--- config.mk ---
export PLATFORM = sky130hd
export DESIGN_NAME = fwrl_cfg_regs
export DESIGN_NICKNAME = d
export VERILOG_FILES = /design/src/fwrl_pkg.sv /design/src/fwrl_cfg_regs.sv
export SDC_FILE = /design/constraint.sdc
export NUM_CORES = 1
export LEC_CHECK = 0
export BUFFER_PORTS_ARGS = -buffer_cell sky130_fd_sc_hd__clkbuf_2
export CAP_MARGIN = 20
export CORE_MARGIN = 2
export CORE_UTILIZATION = 45
export DETAILED_ROUTE_END_ITERATION = 16
export PLACE_DENSITY = 0.85
export SLEW_MARGIN = 10
export SYNTH_ARGS = -nofsm -noshare
export SYNTH_HDL_FRONTEND = slang
export SYNTH_SLANG_ARGS = --single-unit
export TNS_END_PERCENT = 1
--- constraint.sdc ---
create_clock -name i_clk -period 1.5 [get_ports i_clk]
set_input_delay 0.3 -clock i_clk [delete_from_list [all_inputs] [get_ports i_clk]]
set_output_delay 0.3 -clock i_clk [all_outputs]
set_load 0.01 [all_outputs]
--- src/fwrl_pkg.sv ---
// ----------------------------------------------------------------------------
// fwrl_pkg
// Shared types and constants of the per-client fixed-window rate limiter.
// ----------------------------------------------------------------------------
`timescale 1ns / 1ps

package fwrl_pkg;

    localparam int TABLE_DEPTH_DEFAULT = 64;

    localparam int ADDR_W   = 64;
    localparam int TIME_W   = 32;
    localparam int COUNT_W  = 16;
    localparam int CFG_W    = 16;

    // APB register file
    localparam int APB_DW      = 32;
    localparam int APB_AW      = 3;
    localparam int REG_SEL_BIT = 2;

    localparam logic REG_WINDOW_SECONDS = 1'b0;
    localparam logic REG_REQ_LIMIT      = 1'b1;

    localparam logic [CFG_W-1:0] WINDOW_SECONDS_RESET = 16'd60;
    localparam logic [CFG_W-1:0] REQ_LIMIT_RESET      = 16'd100;

    typedef enum logic [1:0] {
        VERDICT_NEW     = 2'd0,
        VERDICT_COUNTED = 2'd1,
        VERDICT_FULL    = 2'd2,
        VERDICT_OVER    = 2'd3
    } t_verdict;

    typedef struct packed {
        logic [CFG_W-1:0] window_seconds;
        logic [CFG_W-1:0] req_limit;
    } t_cfg;

    typedef struct packed {
        logic               valid;
        logic [ADDR_W-1:0]  addr_high;
        logic [ADDR_W-1:0]  addr_low;
        logic [TIME_W-1:0]  win_open;
        logic [COUNT_W-1:0] count;
    } t_entry;

endpackage

--- src/fwrl_cfg_regs.sv ---
// ----------------------------------------------------------------------------
// fwrl_cfg_regs
// APB register file holding the window length and the request limit.
// ----------------------------------------------------------------------------
`timescale 1ns / 1ps

module fwrl_cfg_regs
    import fwrl_pkg::*;
(
    input  logic              i_clk,
    input  logic              i_rst_n,
    input  logic              psel,
    input  logic              penable,
    input  logic              pwrite,
    input  logic [APB_AW-1:0] paddr,
    input  logic [APB_DW-1:0] pwdata,
    output logic [APB_DW-1:0] prdata,
    output logic              pready,
    output t_cfg              o_cfg
);

    t_cfg r_cfg;
    t_cfg n_cfg;
    logic wr_fire;

    assign pready  = 1'b1;
    assign wr_fire = psel && penable && pwrite;
    assign o_cfg   = r_cfg;

    always_comb begin
        n_cfg = r_cfg;
        if (wr_fire) begin
            case (paddr[REG_SEL_BIT])
                REG_WINDOW_SECONDS: n_cfg.window_seconds = pwdata[CFG_W-1:0];
                REG_REQ_LIMIT:      n_cfg.req_limit      = pwdata[CFG_W-1:0];
                default:            n_cfg = r_cfg;
            endcase
        end
    end

    always_comb begin
        case (paddr[REG_SEL_BIT])
            REG_WINDOW_SECONDS: prdata = {{(APB_DW-CFG_W){1'b0}}, r_cfg.window_seconds};
            REG_REQ_LIMIT:      prdata = {{(APB_DW-CFG_W){1'b0}}, r_cfg.req_limit};
            default:            prdata = '0;
        endcase
    end

    always_ff @(posedge i_clk) begin
        if (!i_rst_n) begin
            r_cfg.window_seconds <= WINDOW_SECONDS_RESET;
            r_cfg.req_limit      <= REQ_LIMIT_RESET;
        end else begin
            r_cfg <= n_cfg;
        end
    end

endmodule

* Word level (Yosys, flattened, before mapping) *
Index checks and enable logic that the tools add are counted.
W data, S select, Z words.

cells by class
  muxes and demuxes = 1
  bitwise operators = 1
  reductions and logical operators = 4

operators by type and width
  kind                 count
  $pmux W32 S2         1
  $reduce_and A2 Y1    2
  $logic_and A1 B1 Y1  2
  $not A1 Y1           1

word-level totals
  register bits = 32
  input port bits = 40
  output and inout port bits = 65
  word-level logic and storage cells = 8

* Longest topological paths before layout *
  depth after elaboration = 3
  depth in mapped cells = 4
  mapped depth without buffers = 2

* Worst setup path after synthesis *
Ideal clock, no wire load.

  kind = input port to output port
  start = in paddr[2]
  end = out prdata[10]
  data arrival time = 946 ps
  data required time = 1200 ps
  path slack = 254 ps
  stages on the path = 3
  path buffers = 2
  cell sequence = buf_4 buf_6 mux2_2

between the ends
  longest elaborated chain between the ends = 2

RTL lines
  element           line                 text
  start, declared   fwrl_cfg_regs.sv:15  input logic [APB_AW-1:0] paddr,
  $not A1 Y1        --
  $pmux W32 S2 (*)  fwrl_cfg_regs.sv:42  case (paddr[REG_SEL_BIT])
  end, declared     fwrl_cfg_regs.sv:17  output logic [APB_DW-1:0] prdata,

Mark *: on every way between the ends. The rest lies on a longest branch, timed or not. The select of a mux whose other input is x is not followed.

* Final worst setup path *
  start = reg r_cfg, in the netlist o_cfg[9]
  end = out prdata[9]

between the ends
  longest elaborated chain between the ends = 1

RTL lines
  element                 line                 text
  start, declared         fwrl_cfg_regs.sv:22  t_cfg r_cfg;
  start signal, assigned  fwrl_cfg_regs.sv:54  r_cfg <= n_cfg;
  $pmux W32 S2            fwrl_cfg_regs.sv:42

No other way between the ends. The select of a mux whose other input is x is not followed.

==> out/metrics.csv <==
metric,value,unit
finalSetupTns,0,ns
drive_gt1_share,42.9,%
fill_cells,308,
grtUsageMet1,18.5,%
setup_ws,0.142,ns
largest_reg_flops,32,
reg2reg_depth,2,
yosys_register_bits,32,
drc,0,
finalWeightedCongestion,0.714,
finalClockSkew,0,ns
critical_path.endpoint,prdata[9],
stdcell_count,277,
avgSynthCellArea,9.99,sq um
synth_cell_type_count,16,
syn_area,1640,sq um
portBuffers,69,
cp-start-kind,register,
dp_slack,0.143,ns
met2_usage,28.4,%
end_kind,primary output,
antennaDiodeCount,0,
max_freq,736,MHz
grt_first_pass_wirelength,5220,microns
grt_pass1_vias,1139,
power,1.61,mW
via_count,1270,
fp.dieH,64.3,microns
holdWs,0.218,ns
clockBufferDepth,2,
clk_latency,0.31,ns
dp.cells,269,
postRouteWirelength,3260,microns
ir_drop,0.000554,V
synth_area_leaders,"dfxtp_1 39%, mux2i_1 20%, mux2_2 11%",
p_leak,1.01,nW
cts-root-buf,clkbuf_4,
dieArea,4140,sq um
rows,21,
drv_cap,0,
r2r-start,o_cfg[5],
die_w,64.3,microns
finalHoldViolCount,0,
busiest_layer,met2,
r2r_slack,0.85,ns
crit_type,reg -> out,
worst_hold_path_type,in -> reg,
synth_top_area_share,39.1,%
grt-ovfl-total,0,
track_usage,16.3,%
layout_common_cells,"69 x clkbuf_2, 39 x nand2_1, 32 x mux2i_1, 32 x dfxtp_1, 17 x conb_1",
multi_input_area,847,sq um
fin_crit_sh,90.5,%
critical_path.slowest_cell,dfxtp_1,
area_growth,21.6,%
crit_start,o_cfg[9],
finalSetupViolCount,0,
coreArea,3420,sq um
start_util,47.9,%
ctsHoldBuffers,0,
powerDensity,806,nW/um^2
drtIter0Drc,41,
cts_sinks,32,
avgRoutedWirePerCell,11.8,microns
ant_nets,0,
ys_seq_area_share,39.1,%
crit_chain,mux2_2 > clkbuf_2,
seq_area,641,sq um
grt_max_degree,52,
clk_pin_slew,0.10,ns
postCtsResizedCells,0,
cp_max_fo,3,
htree_num_levels,2,
critPathRequiredTime,1.20,ns
numCtsBuffers,5,
synth_warnings,0,
cts_setup_buffers,0,
cp_slowest_stage_delay,0.34,ns
synth_cells,164,
final_common_cell,clkbuf_2,
grt_util_met3,5.99,%
antenna_found_initial,0,
maxSlewViolCount,0,
status,"complete, no violations",
post-route-min-period,1.36,ns
avgViaCountPerCell,4.58,
io_pins,105,
rsz0062_at_grt,false,
final_nets,270,
worstPathArrival,1.06,ns
yosys.area.top_type,dfxtp_1,
first_pass_iters,5,
r2r_end,o_cfg[5],
hpwl,2410,microns
cts_tree,built,
[logic make-up (layout without fill, tap and decap cells)]
family,count (synthesis),in the layout,share of synthesized area [%]
and+or+nand+nor,55,55,17.3
DFF,32,32,39.1
muxes,48,48,30.6
other,2,17,0.459
buffers and inverters,27,79,12.6
[area by class of cell]
class	instances	share of cell area (%)
clock buffer	6	2.58
clock inverter	2	0.503
multi-input combinational	120	42.5
sequential	32	32.2
tap	46	2.89
timing repair buffer	71	19.3
[layer usage]
| metal | vias to the layer above | routed length (microns) |
|---|---|---|
| li1 | 640 | - |
| met1 | 583 | 1460 |
| met2 | 45 | 1600 |
| met3 | 2 | 176 |
| met4 | 0 | 19 |
| met5 | - | 0 |
[per-stage QoR]
| stage | area [sq um] | utilization [%] |
|---|---|---|
| 2_1_floorplan | 1690 | - |
| 3_3_place_gp | 1930 | 56.5 |
| 3_5_place_dp | 1930 | 56.5 |
| 4_1_cts | 1990 | 58.3 |
| 5_1_grt | 1990 | 58.3 |
| 6_report | 1990 | 58.3 |
[synth_stat cells]
cell,number
buf_12,1
nand4_2,1
clkbuf_1,4
dfxtp_1,32
buf_2,2
mux2_2,16
buf_4,18
nor2b_1,12
and4b_4,1
nand4b_4,1
nand2_1,39
mux2i_1,32
conb_1,2
buf_8,1
buf_6,1
and4_4,1
[power breakdown]
part | internal, mW | switching [mW] | total (mW)
registers | 0.868 | 0.0139 | 0.882
logic | 0.0991 | 0.122 | 0.221
clock network | 0.223 | 0.280 | 0.503
[how the worst min path moves through the flow]
stage               startpoint         to  slack [ns]  depth (start not counted)
floorplan            pwdata[3]   o_cfg[3]        0.44                          2
global placement     o_cfg[15]  o_cfg[15]        0.46                          2
detailed placement   o_cfg[11]  o_cfg[11]        0.46                          2
CTS                  pwdata[6]  o_cfg[22]        0.20                          3
global route         pwdata[3]   o_cfg[3]        0.20                          3
finish               pwdata[6]  o_cfg[22]        0.22                          3
[critical path, delay by kind of cell, from the launching register on]
kind / cells / cell delay, ns
flip-flops: 1 / 0.34
buffers and inverters: 1 / 0.13
multiplexers: 1 / 0.27
Note: power is estimated with default switching activity, not from simulation.
