--- src/fwrl_pkg.sv ---
// ----------------------------------------------------------------------------
// fwrl_pkg
// Shared types and constants of the per-client fixed-window rate limiter.
// ----------------------------------------------------------------------------
`timescale 1ns / 1ps

package fwrl_pkg;

    localparam int TABLE_DEPTH_DEFAULT = 64;

    localparam int ADDR_W   = 64;
    localparam int TIME_W   = 32;
    localparam int COUNT_W  = 16;
    localparam int CFG_W    = 16;

    // APB register file
    localparam int APB_DW      = 32;
    localparam int APB_AW      = 3;
    localparam int REG_SEL_BIT = 2;

    localparam logic REG_WINDOW_SECONDS = 1'b0;
    localparam logic REG_REQ_LIMIT      = 1'b1;

    localparam logic [CFG_W-1:0] WINDOW_SECONDS_RESET = 16'd60;
    localparam logic [CFG_W-1:0] REQ_LIMIT_RESET      = 16'd100;

    typedef enum logic [1:0] {
        VERDICT_NEW     = 2'd0,
        VERDICT_COUNTED = 2'd1,
        VERDICT_FULL    = 2'd2,
        VERDICT_OVER    = 2'd3
    } t_verdict;

    typedef struct packed {
        logic [CFG_W-1:0] window_seconds;
        logic [CFG_W-1:0] req_limit;
    } t_cfg;

    typedef struct packed {
        logic               valid;
        logic [ADDR_W-1:0]  addr_high;
        logic [ADDR_W-1:0]  addr_low;
        logic [TIME_W-1:0]  win_open;
        logic [COUNT_W-1:0] count;
    } t_entry;

endpackage

--- src/fwrl_req_if.sv ---
// ----------------------------------------------------------------------------
// fwrl_req_if
// Request channel: client address halves and timestamp.
// ----------------------------------------------------------------------------
`timescale 1ns / 1ps

interface fwrl_req_if
    import fwrl_pkg::*;
();
    logic              valid;
    logic              ready;
    logic [ADDR_W-1:0] client_addr_high;
    logic [ADDR_W-1:0] client_addr_low;
    logic [TIME_W-1:0] now_seconds;

    modport source (
        output valid, client_addr_high, client_addr_low, now_seconds,
        input  ready
    );

    modport sink (
        input  valid, client_addr_high, client_addr_low, now_seconds,
        output ready
    );
endinterface

--- src/fwrl_rsp_if.sv ---
// ----------------------------------------------------------------------------
// fwrl_rsp_if
// Result channel: allow flag and verdict code for one request.
// ----------------------------------------------------------------------------
`timescale 1ns / 1ps

interface fwrl_rsp_if
    import fwrl_pkg::*;
();
    logic     valid;
    logic     ready;
    logic     allowed;
    t_verdict verdict;

    modport source (
        output valid, allowed, verdict,
        input  ready
    );

    modport sink (
        input  valid, allowed, verdict,
        output ready
    );
endinterface

--- src/fwrl_engine.sv ---
// ----------------------------------------------------------------------------
// fwrl_engine
// Sweeps the table per request: purges expired entries, finds the client
// and the lowest free slot, then writes back the update and the verdict.
// ----------------------------------------------------------------------------
`timescale 1ns / 1ps

module fwrl_engine
    import fwrl_pkg::*;
#(
    parameter int TABLE_DEPTH = TABLE_DEPTH_DEFAULT,
    localparam int IW = $clog2(TABLE_DEPTH)
) (
    input  logic              i_clk,
    input  logic              i_rst_n,
    input  t_cfg              i_cfg,
    fwrl_req_if.sink          i_req,
    fwrl_rsp_if.source        o_rsp,
    output logic              o_rd_en,
    output logic [IW-1:0]     o_rd_addr,
    input  t_entry            i_rd_data,
    output logic              o_wr_en,
    output logic [IW-1:0]     o_wr_addr,
    output t_entry            o_wr_data
);

    localparam logic [IW-1:0] LAST = IW'(TABLE_DEPTH - 1);

    typedef enum logic [1:0] {
        S_CLEAR,
        S_IDLE,
        S_SCAN,
        S_UPDATE
    } t_state;

    t_state             r_state,      n_state;
    logic [IW-1:0]      r_didx,       n_didx;
    logic [ADDR_W-1:0]  r_hi,         n_hi;
    logic [ADDR_W-1:0]  r_lo,         n_lo;
    logic [TIME_W-1:0]  r_now,        n_now;
    logic               r_hit,        n_hit;
    logic [IW-1:0]      r_hit_idx,    n_hit_idx;
    logic [COUNT_W-1:0] r_hit_count,  n_hit_count;
    logic [TIME_W-1:0]  r_hit_start,  n_hit_start;
    logic               r_free,       n_free;
    logic [IW-1:0]      r_free_idx,   n_free_idx;
    logic               r_out_valid,  n_out_valid;
    logic               r_allowed,    n_allowed;
    t_verdict           r_verdict,    n_verdict;

    logic [TIME_W-1:0]  age;
    logic               expired;
    logic               live;
    logic               match;
    logic               out_free;
    logic               req_fire;

    assign i_req.ready   = (r_state == S_IDLE);
    assign req_fire      = i_req.valid && i_req.ready;
    assign o_rsp.valid   = r_out_valid;
    assign o_rsp.allowed = r_allowed;
    assign o_rsp.verdict = r_verdict;
    assign out_free      = !r_out_valid || o_rsp.ready;

    assign age     = r_now - i_rd_data.win_open;
    assign expired = i_rd_data.valid && (age >= {{(TIME_W-CFG_W){1'b0}}, i_cfg.window_seconds});
    assign live    = i_rd_data.valid && !expired;
    assign match   = (i_rd_data.addr_high == r_hi) && (i_rd_data.addr_low == r_lo);

    always_comb begin
        n_state     = r_state;
        n_didx      = r_didx;
        n_hi        = r_hi;
        n_lo        = r_lo;
        n_now       = r_now;
        n_hit       = r_hit;
        n_hit_idx   = r_hit_idx;
        n_hit_count = r_hit_count;
        n_hit_start = r_hit_start;
        n_free      = r_free;
        n_free_idx  = r_free_idx;
        n_out_valid = r_out_valid && !o_rsp.ready;
        n_allowed   = r_allowed;
        n_verdict   = r_verdict;

        o_rd_en   = 1'b0;
        o_rd_addr = r_didx + IW'(1);
        o_wr_en   = 1'b0;
        o_wr_addr = r_didx;
        o_wr_data = i_rd_data;
        o_wr_data.valid = 1'b0;

        case (r_state)
            S_CLEAR: begin
                o_wr_en   = 1'b1;
                o_wr_data = '0;
                if (r_didx == LAST) begin
                    n_didx  = '0;
                    n_state = S_IDLE;
                end else begin
                    n_didx = r_didx + IW'(1);
                end
            end
            S_IDLE: begin
                if (req_fire) begin
                    n_hi      = i_req.client_addr_high;
                    n_lo      = i_req.client_addr_low;
                    n_now     = i_req.now_seconds;
                    n_hit     = 1'b0;
                    n_free    = 1'b0;
                    n_didx    = '0;
                    o_rd_en   = 1'b1;
                    o_rd_addr = '0;
                    n_state   = S_SCAN;
                end
            end
            S_SCAN: begin
                // drop the expired entry in place; read of the next one is a different slot
                o_wr_en = expired;
                if (live && match && !r_hit) begin
                    n_hit       = 1'b1;
                    n_hit_idx   = r_didx;
                    n_hit_count = i_rd_data.count;
                    n_hit_start = i_rd_data.win_open;
                end
                if (!live && !r_free) begin
                    n_free     = 1'b1;
                    n_free_idx = r_didx;
                end
                if (r_didx == LAST) begin
                    n_state = S_UPDATE;
                end else begin
                    o_rd_en = 1'b1;
                    n_didx  = r_didx + IW'(1);
                end
            end
            S_UPDATE: begin
                // hold until the result register can take the verdict
                if (out_free) begin
                    n_out_valid = 1'b1;
                    n_state     = S_IDLE;
                    if (r_hit) begin
                        if (r_hit_count >= i_cfg.req_limit) begin
                            n_verdict = VERDICT_OVER;
                            n_allowed = 1'b0;
                        end else begin
                            n_verdict = VERDICT_COUNTED;
                            n_allowed = 1'b1;
                            o_wr_en   = 1'b1;
                            o_wr_addr = r_hit_idx;
                            o_wr_data = '{valid: 1'b1, addr_high: r_hi, addr_low: r_lo,
                                          win_open: r_hit_start,
                                          count: r_hit_count + COUNT_W'(1)};
                        end
                    end else if (r_free) begin
                        n_verdict = VERDICT_NEW;
                        n_allowed = 1'b1;
                        o_wr_en   = 1'b1;
                        o_wr_addr = r_free_idx;
                        o_wr_data = '{valid: 1'b1, addr_high: r_hi, addr_low: r_lo,
                                      win_open: r_now, count: COUNT_W'(1)};
                    end else begin
                        n_verdict = VERDICT_FULL;
                        n_allowed = 1'b0;
                    end
                end
            end
            default: begin
                n_state = S_IDLE;
            end
        endcase
    end

    always_ff @(posedge i_clk) begin
        if (!i_rst_n) begin
            r_state     <= S_CLEAR;
            r_didx      <= '0;
            r_hit       <= 1'b0;
            r_free      <= 1'b0;
            r_out_valid <= 1'b0;
        end else begin
            r_state     <= n_state;
            r_didx      <= n_didx;
            r_hit       <= n_hit;
            r_free      <= n_free;
            r_out_valid <= n_out_valid;
        end
        r_hi        <= n_hi;
        r_lo        <= n_lo;
        r_now       <= n_now;
        r_hit_idx   <= n_hit_idx;
        r_hit_count <= n_hit_count;
        r_hit_start <= n_hit_start;
        r_free_idx  <= n_free_idx;
        r_allowed   <= n_allowed;
        r_verdict   <= n_verdict;
    end

    a_no_rw_collision: assert property (@(posedge i_clk) disable iff (!i_rst_n)
        (o_wr_en && o_rd_en) |-> (o_wr_addr != o_rd_addr))
        else $error("table read and write hit the same entry");

    a_idle_no_write: assert property (@(posedge i_clk) disable iff (!i_rst_n)
        (r_state == S_IDLE) |-> !o_wr_en)
        else $error("table written while idle");

    a_hit_behind_sweep: assert property (@(posedge i_clk) disable iff (!i_rst_n)
        (r_state == S_SCAN && r_hit) |-> (r_hit_idx < r_didx))
        else $error("hit index ahead of sweep");

    a_free_behind_sweep: assert property (@(posedge i_clk) disable iff (!i_rst_n)
        (r_state == S_SCAN && r_free) |-> (r_free_idx < r_didx))
        else $error("free slot index ahead of sweep");

    a_result_held: assert property (@(posedge i_clk) disable iff (!i_rst_n)
        (r_out_valid && !o_rsp.ready) |=> (r_out_valid && $stable(r_verdict)))
        else $error("pending result overwritten");

endmodule

--- src/flat_wrapper.sv ---
// flat-port wrapper written by rule: the top's interface ports become plain ports
module fwrl_engine_flat import fwrl_pkg::*;
#(
    parameter int TABLE_DEPTH = TABLE_DEPTH_DEFAULT,
    localparam int IW = $clog2(TABLE_DEPTH)
)
  (i_clk, i_rst_n, i_cfg, o_rd_en, o_rd_addr, i_rd_data, o_wr_en, o_wr_addr, o_wr_data, i_req_valid, i_req_client_addr_high, i_req_client_addr_low, i_req_now_seconds, i_req_ready, o_rsp_valid, o_rsp_allowed, o_rsp_verdict, o_rsp_ready);
  fwrl_req_if i_req_i ();
  fwrl_rsp_if o_rsp_i ();
  input  logic i_clk;
  input  logic i_rst_n;
  input  t_cfg i_cfg;
  output logic o_rd_en;
  output logic [IW-1:0] o_rd_addr;
  input  t_entry i_rd_data;
  output logic o_wr_en;
  output logic [IW-1:0] o_wr_addr;
  output t_entry o_wr_data;
  input wire logic [$bits(i_req_i.valid)-1:0] i_req_valid;
  input wire logic [$bits(i_req_i.client_addr_high)-1:0] i_req_client_addr_high;
  input wire logic [$bits(i_req_i.client_addr_low)-1:0] i_req_client_addr_low;
  input wire logic [$bits(i_req_i.now_seconds)-1:0] i_req_now_seconds;
  output wire logic [$bits(i_req_i.ready)-1:0] i_req_ready;
  output wire logic [$bits(o_rsp_i.valid)-1:0] o_rsp_valid;
  output wire logic [$bits(o_rsp_i.allowed)-1:0] o_rsp_allowed;
  output wire logic [$bits(o_rsp_i.verdict)-1:0] o_rsp_verdict;
  input wire logic [$bits(o_rsp_i.ready)-1:0] o_rsp_ready;
  assign i_req_i.valid = i_req_valid;
  assign i_req_i.client_addr_high = i_req_client_addr_high;
  assign i_req_i.client_addr_low = i_req_client_addr_low;
  assign i_req_i.now_seconds = i_req_now_seconds;
  assign i_req_ready = i_req_i.ready;
  assign o_rsp_valid = o_rsp_i.valid;
  assign o_rsp_allowed = o_rsp_i.allowed;
  assign o_rsp_verdict = o_rsp_i.verdict;
  assign o_rsp_i.ready = o_rsp_ready;
  fwrl_engine #(.TABLE_DEPTH(TABLE_DEPTH)) u_core (.i_clk(i_clk), .i_rst_n(i_rst_n), .i_cfg(i_cfg), .i_req(i_req_i), .o_rsp(o_rsp_i), .o_rd_en(o_rd_en), .o_rd_addr(o_rd_addr), .i_rd_data(i_rd_data), .o_wr_en(o_wr_en), .o_wr_addr(o_wr_addr), .o_wr_data(o_wr_data));
endmodule
--- config.mk ---
export PLATFORM = sky130hd
export DESIGN_NAME = fwrl_engine_flat
export DESIGN_NICKNAME = d
export VERILOG_FILES = /design/src/fwrl_pkg.sv /design/src/fwrl_req_if.sv /design/src/fwrl_rsp_if.sv /design/src/fwrl_engine.sv /design/src/flat_wrapper.sv
export SDC_FILE = /design/constraint.sdc
export NUM_CORES = 1
export LEC_CHECK = 0
export ABC_AREA = 0
export BUFFER_PORTS_ARGS = -buffer_cell sky130_fd_sc_hd__clkbuf_2
export CELL_PAD_IN_SITES_DETAIL_PLACEMENT = 0
export CELL_PAD_IN_SITES_GLOBAL_PLACEMENT = 1
export CORE_AREA = 4 4 221 223
export DETAILED_ROUTE_END_ITERATION = 16
export DIE_AREA = 0 0 225 227
export PLACE_DENSITY_LB_ADDON = 0.1
export SYNTH_ARGS = -nofsm -noshare
export SYNTH_HDL_FRONTEND = slang
export SYNTH_SLANG_ARGS = --single-unit
--- constraint.sdc ---
create_clock -name i_clk -period 19.1 [get_ports i_clk]
set_clock_uncertainty 0.05 [all_clocks]
set_input_delay 0.955 -clock i_clk [delete_from_list [all_inputs] [get_ports i_clk]]
set_output_delay 0.955 -clock i_clk [all_outputs]
set_load 0.01 [all_outputs]
== Yosys cells after proc, flatten, opt, wreduce, memory -nomap -nowiden ==
Index checks and enable logic that the tools add are counted.
Word-level totals
  register bits: 234
  output and inout bits: 196
  input bits: 373
  word-level logic and storage cells: 97
Cells by class
  reduce and logical (&&, ||, !) cells: 26
  mux-type cells: 39
  $add $sub $neg: 3
  order comparisons: 2
  equality and inequality tests: 13
Operators by type and width (number)
  $mux W177: 4
  $pmux W177 S2: 1
  $eq A64 B64 Y1: 2
  $mux W6: 10
  $ge A32 B16 Y1: 1
  $sub A32 B32 Y32: 1
  $pmux W6 S3: 1
  $add A16 B1 Y16 const B: 1
  $ge A16 B16 Y1: 1
  $mux W2: 7
  $mux W1: 11
  $ne A2 B1 Y1 const B: 5
  $reduce_and A3 Y1: 3
  $logic_and A1 B1 Y1: 8
  $pmux W2 S4: 1
  $reduce_and A2 Y1: 4
  $add A6 B1 Y6 const B: 1
  $eq A6 B6 Y1 const B: 1
  $logic_not A1 Y1: 6
  $pmux W1 S2: 3
  $eq A2 B2 Y1 const B: 2
  $ne A2 B2 Y1 const B: 2
  $reduce_and A4 Y1: 1
  $pmux W1 S3: 1
  other kinds (5): 5

== Logic depth before layout (Yosys ltp) ==
Gate-level depths: netlist of run 1.
  depth in word-level cells: 9
  mapped depth: 18
  gate-level depth less buffers: 18

== Least setup slack after synthesis of run 1 ==
OpenSTA, ideal clock, no wires.
  path kind: input to register
  from: input i_rd_data[20] in the netlist's numbering
  to: register u_core.r_hit_count[0] (enable)
  setup slack: 9.032 ns
  buffers on the path: 0
  stages: 17
  arrival: 9.400 ns
  library setup time: 0.618 ns
  data required time: 18.432 ns
  cells stage by stage: inv_1 > ha_1 > a21o_1 > a31oi_1 > a21oi_1 > o21ai_0 > nand2_1 > xor2_1 > ha_1 > a21oi_1 > nor2b_1 > o21ai_0 > nand4_1 > or4_1 > nor3_1 > nand4_1 > nor4b_1
On the way
  longest elaborated chain between the ends: 8
Ends and longest elaborated chain
  start, declared: line flat_wrapper.sv:15  | input t_entry i_rd_data;
  $sub A32 B32 Y32: line fwrl_engine.sv:65  | assign age = r_now - i_rd_data.win_open;
  $ge A32 B16 Y1: line fwrl_engine.sv:66  | assign expired = i_rd_data.valid && (age >= {{(TIME_W-CFG_W){1'b0}}, i_cfg.window_seconds});
  $logic_and A1 B1 Y1: line fwrl_engine.sv:66
  $logic_not A1 Y1: line fwrl_engine.sv:67  | assign live = i_rd_data.valid && !expired;
  $logic_and A1 B1 Y1: line fwrl_engine.sv:67
  $logic_and A1 B1 Y1 (2 in a row): line fwrl_engine.sv:120  | if (live && match && !r_hit) begin
  $reduce_and A2 Y1 (no source line)
  end signal, assigned: line fwrl_engine.sv:192  | r_hit_count <= n_hit_count;
  end, declared: line fwrl_engine.sv:43  | logic [COUNT_W-1:0] r_hit_count, n_hit_count;
Every way passes these cells.
A chain may end at the register's enable or synchronous reset.

==> results of run 1 <==
## cells in the final DEF (no fill, tap or decap), drive strengths merged, types with 6 or more instances in the layout
master	Yosys	final
o2111ai	9	9
o21ai	137	137
or3	10	10
nand4	41	41
a21boi	35	35
a2111oi	6	6
o2bb2ai	40	40
clkinv	0	12
ha	70	70
xor2	62	62
a211oi	12	12
o41ai	6	6
or4	6	6
dfxtp	11	11
nor2	80	80
edfxtp	223	223
inv	128	129
diode	0	7
o21a	16	16
nand2	99	99
o22ai	27	27
clkbuf	68	600
a21oi	64	64
a22o	128	128
nand2b	24	24
nor2b	34	34
nand3	30	30
nor3	22	22
nor4	31	31
xnor2	53	53
a21o	21	21
and2	10	10
a22oi	8	8
a221oi	8	8
o211ai	7	7
buf	20	12
and3	12	12
## kinds of logic after synthesis
group,after synthesis
AO/OA/AOI/OAI,557
AND/OR/NAND/NOR,426
flip-flops,234
buffers and inverters,216
XOR/XNOR,115
adder cells (fa/ha/maj),71
multiplexers,5
## area by class of cell
class                      instances  area (µm²)  area share
multi-input combinational       1174        8200       0.407
sequential                       234        6920       0.344
timing repair buffer             580        2930       0.146
tap                              607         759      0.0377
clock buffer                      32         737      0.0366
inverter                         128         480      0.0239
clock inverter                    15        93.8     0.00466
antenna                            7        17.5    0.000870
## registers in the layout, summed over array words and instances, names as in the netlist
| register | flops |
|---|---|
| u_core.r_free_idx | 6 |
| u_core.o_rsp.valid | 1 |
| u_core.r_hit | 1 |
| u_core.r_hit_count | 16 |
| u_core.r_hit_start | 32 |
| u_core.r_lo | 64 |
| u_core.o_rsp.allowed | 1 |
| u_core.r_free | 1 |
| u_core.r_state | 2 |
| u_core.r_now | 32 |
| u_core.r_hit_idx | 6 |
| u_core.o_rsp.verdict | 2 |
| u_core.r_didx | 6 |
| u_core.r_hi | 64 |
## cell usage after synthesis, drive strengths merged (16+ instances only)
cell type | instances | share of area
edfxtp | 223 | 0.42
o21ai | 137 | 0.043
a22o | 128 | 0.071
inv | 128 | 0.030
nand2 | 99 | 0.023
nor2 | 80 | 0.019
ha | 70 | 0.055
clkbuf | 68 | 0.016
a21oi | 64 | 0.021
xor2 | 62 | 0.034
xnor2 | 53 | 0.030
nand4 | 41 | 0.016
o2bb2ai | 40 | 0.022
a21boi | 35 | 0.017
nor2b | 34 | 0.013
nor4 | 31 | 0.012
nand3 | 30 | 0.0094
o22ai | 27 | 0.011
nand2b | 24 | 0.0094
nor3 | 22 | 0.0069
a21o | 21 | 0.0099
buf | 20 | 0.0069
o21a | 16 | 0.0075
## final timing paths
check | from | to | slack, ps | cells past startpoint
worst max-delay path | u_core.r_hit_count[0] | o_wr_data[96] | 12510 | 14
worst max register to register | u_core.r_now[4] | u_core.r_hit_count[12] | 13330 | 17
worst min register to register | u_core.r_didx[1] | u_core.r_hit_idx[1] | 530 | 0
worst min-delay path | i_req_client_addr_low[19] | u_core.r_lo[19] | 490 | 1
## per-stage QoR
stage          instances  setup WS [ps]  total power [µW]  utilization
3_3_place_gp        2723          12570               721        0.414
5_1_grt             2773          12190              1270        0.432
2_1_floorplan       1624           9030               642            -
3_5_place_dp        2723          12570               722        0.414
4_1_cts             2770          12380              1230        0.432
6_report            2777          12510              1220        0.433
## routing by layer
metal / part of all wire / up-vias
met5: 0.0013 / -
met4: 0.030 / 12
met3: 0.089 / 115
met2: 0.47 / 652
met1: 0.41 / 7548
li1: - / 7222
## power by group
group / total, µW / switching, µW / internal [µW]
clock network: 510 / 224 / 285
logic: 150 / 86.5 / 63.6
registers: 563 / 1.22 / 562
total: 1220 / 312 / 910
==> impl_metrics.yaml, run 1 <==
grt:
  use_met1: 0.352
  first_global_vias: 15400
  use_met3: 0.0744
  grt_first_pass_wirelength_mm: 102
  grt_overflow: 0
  grt_usage: 0.267
  grt.busiest_layer: "met2"
  antenna_found_initial: 15
  grt_max_degree: 92
  gr-usage-met2: 0.432
routing:
  wl_per_cell_um: 26.1
  ant_nets: 0
  drc_errors: 0
  wl_mm: 72.4
  drt_pre_antenna_iters: 5
  drt_iter0_drc: 1309
  dr_total_vias: 15500
  drt-vias-per-instance: 5.60
critical_path:
  max_stage_delay_ps: 900
  cp-end-kind: "output pin"
  crit_path_max_fanout: 91
  crit_top_cell: "a21o_1"
  worstSetupStartpointType: "register"
  critPathRequiredTime_ps: 18100
  crit_slowest_cell: "buf_4"
  path_cells: "inv_1, ha_1, nand2b_1, a21o_1, a21o_1, a21o_1, a21o_1, a311oi_1, o21ai_0, a21oi_4, buf_4, buf_4, a22o_1, clkbuf_2"
  crit_family: "compound AO/OA/AOI/OAI gates"
  criticalPathCategory: "reg2out"
  path_buf_inv: 4
  worstPathArrival_ps: 5590
clock_network:
  tritoncts: "yes"
  cts_sinks: 234
  cts_hold_buf: 0
  numCtsBuffers: 29
  postCtsSetupBuffers: 0
  cts.path.max_buffers: 3
  root_buffer: "clkbuf_16"
  cts_max_level: 1
  path_clk_slew_ps: 60
  clk_latency_ps: 590
  cts.repair.resized: 0
sta:
  worst_pin_slew_ps: 1270
  max_freq_mhz: 152
  slew_violations: 0
  relSlewSlack: 0.154
  grt_setup_unrepaired: "no"
  setup_violations: 0
  final_hold_viol_count: 0
  min_period_ps: 6590
  holdWs_ps: 489
  setup_tns_ps: 0
  fin_crit_sh: 0.345
die:
  io_pins: 569
  die_area_um2: 51100
  rows: 79
  start_util: 0.342
  coreArea_um2: 46600
  chipWidth_um: 225
  die_h_um: 227
min_path:
  hp-class: "in2reg"
yosys:
  synth_top_family_by_area: "compound AO/OA/AOI/OAI gates"
  ys_ff_latch: 234
  synthCells: 1624
  ys_async_sr_fraction: 0
  synth_xor_xnor_area_share: 0.0642
  synth_simple_gate_area_frac: 0.139
  synth_fp_nets: 2068
  synthAdderAreaFrac: 0.0563
  syn_area_um2: 15900
  yosys_warnings: 0
  synth_cell_type_count: 75
  ys_seq_area_frac: 0.435
  syn_avg_cell_area_um2: 9.80
  synthMuxAreaShare: 0.00330
  synth_ff_type: "edfxtp_1"
  synth_compound_area_frac: 0.249
  synth-edff-count: 223
status:
  outcome: "complete, no violations"
layout:
  fin_nets: 2591
  syn_to_final_growth_pct: 26.6
  stdcell_area_um2: 20100
  drive_above_1_share: 0.298
  n_fill_cell: 4685
place:
  port_buffers: 568
  dp_hpwl_mm: 58.3
  placed_area_um2: 19300
  gp_congestion: 0.923
pwr:
  power_leakage_uw: 0.00853
  cellPowerDensity_nw_per_um2: 60.7
  ir_worst_vdd_v: 0.0000644
job:
  cap_viol_max_count: 0
No activity file was read; power rests on OpenSTA's default activity.
==> run 2: changes to the inputs <==
--- a/config.mk
+++ b/config.mk
@@ -9,9 +9,9 @@
 export BUFFER_PORTS_ARGS = -buffer_cell sky130_fd_sc_hd__clkbuf_2
 export CELL_PAD_IN_SITES_DETAIL_PLACEMENT = 0
 export CELL_PAD_IN_SITES_GLOBAL_PLACEMENT = 1
-export CORE_AREA = 4 4 221 223
+export CORE_AREA = 4 4 216 218
 export DETAILED_ROUTE_END_ITERATION = 16
-export DIE_AREA = 0 0 225 227
+export DIE_AREA = 0 0 220 222
 export PLACE_DENSITY_LB_ADDON = 0.1
 export SYNTH_ARGS = -nofsm -noshare
 export SYNTH_HDL_FRONTEND = slang
==> constraint.sdc (replaced) <==
create_clock -name i_clk -period 6.8 [get_ports i_clk]
set_clock_uncertainty 0.05 [all_clocks]
set_input_delay 0.34 -clock i_clk [delete_from_list [all_inputs] [get_ports i_clk]]
set_output_delay 0.34 -clock i_clk [all_outputs]
set_load 0.01 [all_outputs]
==> run 2 against run 1 <==
Effect of this change: highest routed layer unchanged; non-clock buffer count up 214; die area down 4.4%; via count up 5.1%; register-to-register slack worse by 12000 ps; worst hold slack worse by 420 ps; worst setup slack worse by 11000 ps; sequential power rose to 2.8 times the previous value; first-iteration DRC count up 2.4%; sequential share of layout area down 3.4 points; global-route usage up 2.9 points; critical path depth down 1; combinational power rose to 3.5 times the previous value.
==> impl_metrics.yaml, run 2 (same netlist as run 1, synthesis figures left out) <==
pwr:
  ir_worst_vdd_v: 0.000187
  cellPowerDensity_nw_per_um2: 162
  power_leakage_uw: 0.00948
routing:
  wl_per_cell_um: 25.2
  wl_mm: 75.3
  drt_iter0_drc: 1341
  dr_total_vias: 16300
  ant_nets: 0
  drc_errors: 0
  drt_pre_antenna_iters: 7
  drt-vias-per-instance: 5.47
critical_path:
  cp-end-kind: "output pin"
  criticalPathCategory: "reg2out"
  crit_path_max_fanout: 39
  worstPathArrival_ps: 4950
  worstSetupStartpointType: "register"
  critPathRequiredTime_ps: 6410
clock_network:
  clk_latency_ps: 590
  cts.path.max_buffers: 3
  cts_sinks: 234
  tritoncts: "yes"
  cts.repair.resized: 0
  root_buffer: "clkbuf_16"
  path_clk_slew_ps: 60
  cts_max_level: 1
  numCtsBuffers: 29
layout:
  syn_to_final_growth_pct: 40.5
  fin_nets: 2805
  final_cell_mix: "568 x clkbuf_2, 223 x edfxtp_1, 208 x dlygate4sd3_1"
  reg.largest.list: "u_core.r_hi x64, u_core.r_lo x64"
  layout_commonest_cell: "clkbuf_2"
  fin_cells: 2987
  drive_above_1_share: 0.275
  n_fill_cell: 4349
die:
  die_area_um2: 48800
  chipWidth_um: 220
  coreArea_um2: 44900
  die_h_um: 222
  io_pins: 569
  start_util: 0.354
  rows: 78
sta:
  setup_tns_ps: 0
  slew_violations: 0
  holdWs_ps: 66.1
  grt_setup_unrepaired: "no"
  setup_violations: 0
  relSlewSlack: 0.276
  max_freq_mhz: 187
  final_hold_viol_count: 0
  min_period_ps: 5340
  fin_crit_sh: 0.786
  worst_pin_slew_ps: 1090
job:
  cap_viol_max_count: 0
status:
  outcome: "complete, no violations"
place:
  dp_hpwl_mm: 60.1
  port_buffers: 568
  dp_cells: 2722
  gp_congestion: 1.02
min_path:
  hp-class: "in2reg"
grt:
  grt_overflow: 0
  grt_usage: 0.296
  grt_max_degree: 130
  antenna_found_initial: 13
  grt_first_pass_wirelength_mm: 109
  first_global_vias: 16700
[run 2: changes by cell type in the layout (fill, tap and decap cells not counted), moves of 2 or more]
cell / delta
buf_12: +2
buf_4: +4
clkbuf_1: +7
clkbuf_8: +4
clkinv_1: -8
clkinv_2: +2
diode_2: -2
dlygate4sd3_1: +208
nor4_1: +2
nor4_2: -2
[run 2: layout make-up]
cell class	instances	area, µm²	area share
antenna	5	12.5	0.000560
clock buffer	43	818	0.0366
clock inverter	9	85.1	0.00381
inverter	128	480	0.0215
multi-input combinational	1174	8200	0.367
sequential	234	6920	0.310
tap	600	751	0.0336
timing repair buffer	794	5080	0.228
[run 2: where the power goes]
group / internal, µW / switching, µW / total, µW
sequential: 1580 / 3.75 / 1580
clock: 868 / 658 / 1530
combinational: 256 / 268 / 524
[run 2: repair_timing]
item / 4_1_cts / 5_1_grt
hold buffers: 208 / 0
hold endpoints to repair: 208 / 0
buffers inserted: 0 / 0
[run 2: stage by stage]
step / utilization / total power [µW] / cell area, µm² / setup slack, ps
final: 0.498 / 3630 / 22300 / 1460
after global routing: 0.498 / 3770 / 22300 / 1100
after CTS: 0.498 / 3660 / 22300 / 1440
after detailed placement: 0.431 / 2030 / 19300 / 1560
after global placement: 0.431 / 2030 / 19300 / 1590
after floorplan: - / 1800 / 15900 / 29.1
[run 2: worst max-delay path, stage by stage (launching register included)]
cell and delay, ps:
edfxtp_1 510, inv_1 80, ha_1 270, nand2b_1 140
a21o_1 170, a21o_1 160, a21o_1 170, a21o_1 190
a311oi_1 760, o21a_2 790, buf_4 490, a21boi_0 150
o2bb2ai_1 270, clkbuf_2 190
[run 2: path summary, 6_finish.rpt]
| path | from | end | slack [ps] | depth (start not counted) |
|---|---|---|---|---|
| setup reg to reg | u_core.r_now[4] | u_core.r_hit_start[14] | 1690 | 17 |
| hold reg to reg | u_core.r_didx[5] | u_core.r_didx[5] | 530 | 2 |
| setup / recovery | u_core.r_hit_count[0] | o_wr_data[31] | 1460 | 13 |
| hold / removal | i_rst_n | u_core.o_rsp.valid | 70 | 2 |
[run 2: layer usage]
layer | vias to the layer above | GRT usage | share of wire | wire [µm]
li1 | 7651 | - | - | -
met1 | 7882 | 0.381 | 0.41 | 30700
met2 | 664 | 0.508 | 0.49 | 36900
met3 | 128 | 0.0488 | 0.066 | 4970
met4 | 18 | 0.0916 | 0.034 | 2570
met5 | - | 0 | 0.0017 | 126
==> run 3: changes to the inputs <==
--- a/config.mk
+++ b/config.mk
@@ -9,9 +9,9 @@
 export BUFFER_PORTS_ARGS = -buffer_cell sky130_fd_sc_hd__clkbuf_2
 export CELL_PAD_IN_SITES_DETAIL_PLACEMENT = 0
 export CELL_PAD_IN_SITES_GLOBAL_PLACEMENT = 1
-export CORE_AREA = 4 4 216 218
+export CORE_MARGIN = 4
+export CORE_UTILIZATION = 34
 export DETAILED_ROUTE_END_ITERATION = 16
-export DIE_AREA = 0 0 220 222
 export PLACE_DENSITY_LB_ADDON = 0.1
 export SYNTH_ARGS = -nofsm -noshare
 export SYNTH_HDL_FRONTEND = slang
==> constraint.sdc (replaced) <==
create_clock -name i_clk -period 4.5 [get_ports i_clk]
set_clock_uncertainty 0.05 [all_clocks]
set_input_delay 0.225 -clock i_clk [delete_from_list [all_inputs] [get_ports i_clk]]
set_output_delay 0.225 -clock i_clk [all_outputs]
set_load 0.01 [all_outputs]
==> run 3 against run 2 <==
Effect of this change: worst setup slack lost 1500 ps; routed wire length grew 2.8%; combinational power grew 58%; largest cell class unchanged; design area grew 3.8%; die area grew 3.0%; utilization grew 0.24 points; flip-flop and latch count is the same; the flow now finishes with violations (setup timing); via count grew 1.6%; register-to-register slack lost 1700 ps.
==> impl_metrics.yaml, run 3 (same netlist as run 1, synthesis figures left out) <==
die:
  chipWidth_um: 224
  io_pins: 569
  die_h_um: 224
  start_util: 0.343
  die_area_um2: 50300
  rows: 79
  coreArea_um2: 46400
pwr:
  cellPowerDensity_nw_per_um2: 241
  ir_worst_vdd_v: 0.000298
  power_leakage_uw: 0.00982
layout:
  final_core_util: 0.500
  syn_to_final_growth_pct: 45.7
  n_fill_cell: 4420
  seqCellArea_um2: 6920
  fin_nets: 2853
  drive_above_1_share: 0.301
  fin_cells: 3040
  layout_commonest_cell: "clkbuf_2"
  stdcell_area_um2: 23200
  final_cell_mix: "566 x clkbuf_2, 223 x edfxtp_1, 210 x dlygate4sd3_1"
  multi_input_area_um2: 8390
  reg.largest.list: "u_core.r_hi x64, u_core.r_lo x64"
critical_path:
  worstPathArrival_ps: 4810
  cp-end-kind: "register"
  critPathRequiredTime_ps: 4770
  r2r_cells: 20
  crit_path_max_fanout: 7
  worstSetupStartpointType: "register"
  criticalPathCategory: "reg2reg"
grt:
  antenna_found_initial: 12
  grt_usage: 0.289
  grt_overflow: 0
  grt_max_degree: 79
  grt_first_pass_wirelength_mm: 110
  first_global_vias: 16700
routing:
  ant_nets: 0
  drt_pre_antenna_iters: 7
  wl_mm: 77.4
  wl_per_cell_um: 25.5
  drt-vias-per-instance: 5.46
  drc_errors: 0
  drt_iter0_drc: 1300
  dr_total_vias: 16600
place:
  dp_hpwl_mm: 60.5
  dp_cells: 2750
  gp_congestion: 0.953
  placed_area_um2: 19700
  port_buffers: 568
sta:
  min_period_ps: 4550
  slew_violations: 0
  setup_violations: 18
  setup_slack_ps: -45.7
  max_freq_mhz: 220
  holdWs_ps: 162
  final_hold_viol_count: 0
  setup_tns_ps: -611
  worst_pin_slew_ps: 1100
  fin_crit_sh: 1.01
  relSlewSlack: 0.267
  grt_setup_unrepaired: "yes"
clock_network:
  cts.path.max_buffers: 3
  clk_latency_ps: 610
  tritoncts: "yes"
  path_clk_slew_ps: 60
  cts_sinks: 234
  cts_max_level: 1
  root_buffer: "clkbuf_16"
  numCtsBuffers: 29
status:
  violations: "setup timing"
  outcome: "complete, but fails checks"
min_path:
  hp-class: "in2reg"
  hold_depth: 4
job:
  cap_viol_max_count: 0
## run 3: cell types whose count changed in the layout (fill, tap and decap cells not counted), sizes merged
cell,previous run,this run
inv,129,130
bufbuf,0,1
dlygate4sd3,208,210
clkbuf,611,606
clkinvlp,1,0
bufinv,1,3
clkinv,6,13
diode,5,3
buf,18,59
## run 3: critical path: stages, from the launching register on
cell and delay [ps]:
edfxtp_1 430, ha_4 280, a21o_1 210, a31oi_4 250, a21oi_2 110, o21ai_2 150, nand2_1 80, xor2_1 200
ha_1 280, a21oi_1 150, nor2b_1 70, o21ai_2 150, buf_4 130, nand4_1 70, or4_4 460, nor3_4 180
nand4_1 170, nor4b_4 330, buf_6 220, buf_12 140, clkbuf_16 150
## run 3: power by group
group / leakage (µW) / internal, µW / switching [µW]
Clock: 0.000445 / 1350 / 1020
Combinational: 0.00729 / 413 / 414
Sequential: 0.00209 / 2380 / 5.43
Total: 0.00982 / 4140 / 1440
## run 3: per-stage QoR
stage,setup WS [ps],power (µW)
final,-45.7,5580
after global routing,-211,5790
after CTS,2.44,5610
after detailed placement,73.6,3080
after global placement,129,3080
after floorplan,-737,2730
## run 3: area by class of cell
cell class	count	share of cell area
Antenna cell	3	0.000324
Clock buffer	34	0.0321
Clock inverter	18	0.00734
Inverter	128	0.0207
Multi-Input combinational cell	1174	0.362
Sequential cell	234	0.298
Tap cell	607	0.0328
Timing Repair Buffer	842	0.246
## run 3: path summary, 6_finish.rpt
| check | start | end | slack (ps) |
|---|---|---|---|
| max | u_core.r_now[4] | u_core.r_hit_count[10] | -50 |
| min | i_req_valid | u_core.r_hit | 160 |
| max reg2reg | u_core.r_now[4] | u_core.r_hit_count[10] | -50 |
| min reg2reg | u_core.r_didx[5] | u_core.r_didx[5] | 530 |
## run 3: metal layers
metal / up-vias / wire length [µm] / GRT usage
met3: 122 / 5370 / 0.0651
met4: 20 / 2350 / 0.0792
met5: - / 125 / 0
li1: 7752 / - / -
met1: 8077 / 31900 / 0.369
met2: 632 / 37600 / 0.496
## run 3: what timing repair did
item | in CTS | in global routing
pin swaps | 8 | 9
endpoints found under the setup margin | 4 | 141
buffers inserted | 7 | 10
endpoints found under the hold margin | 217 | 0
hold buffers | 210 | 0
gates cloned | 1 | 7
resized for setup | 21 | 28
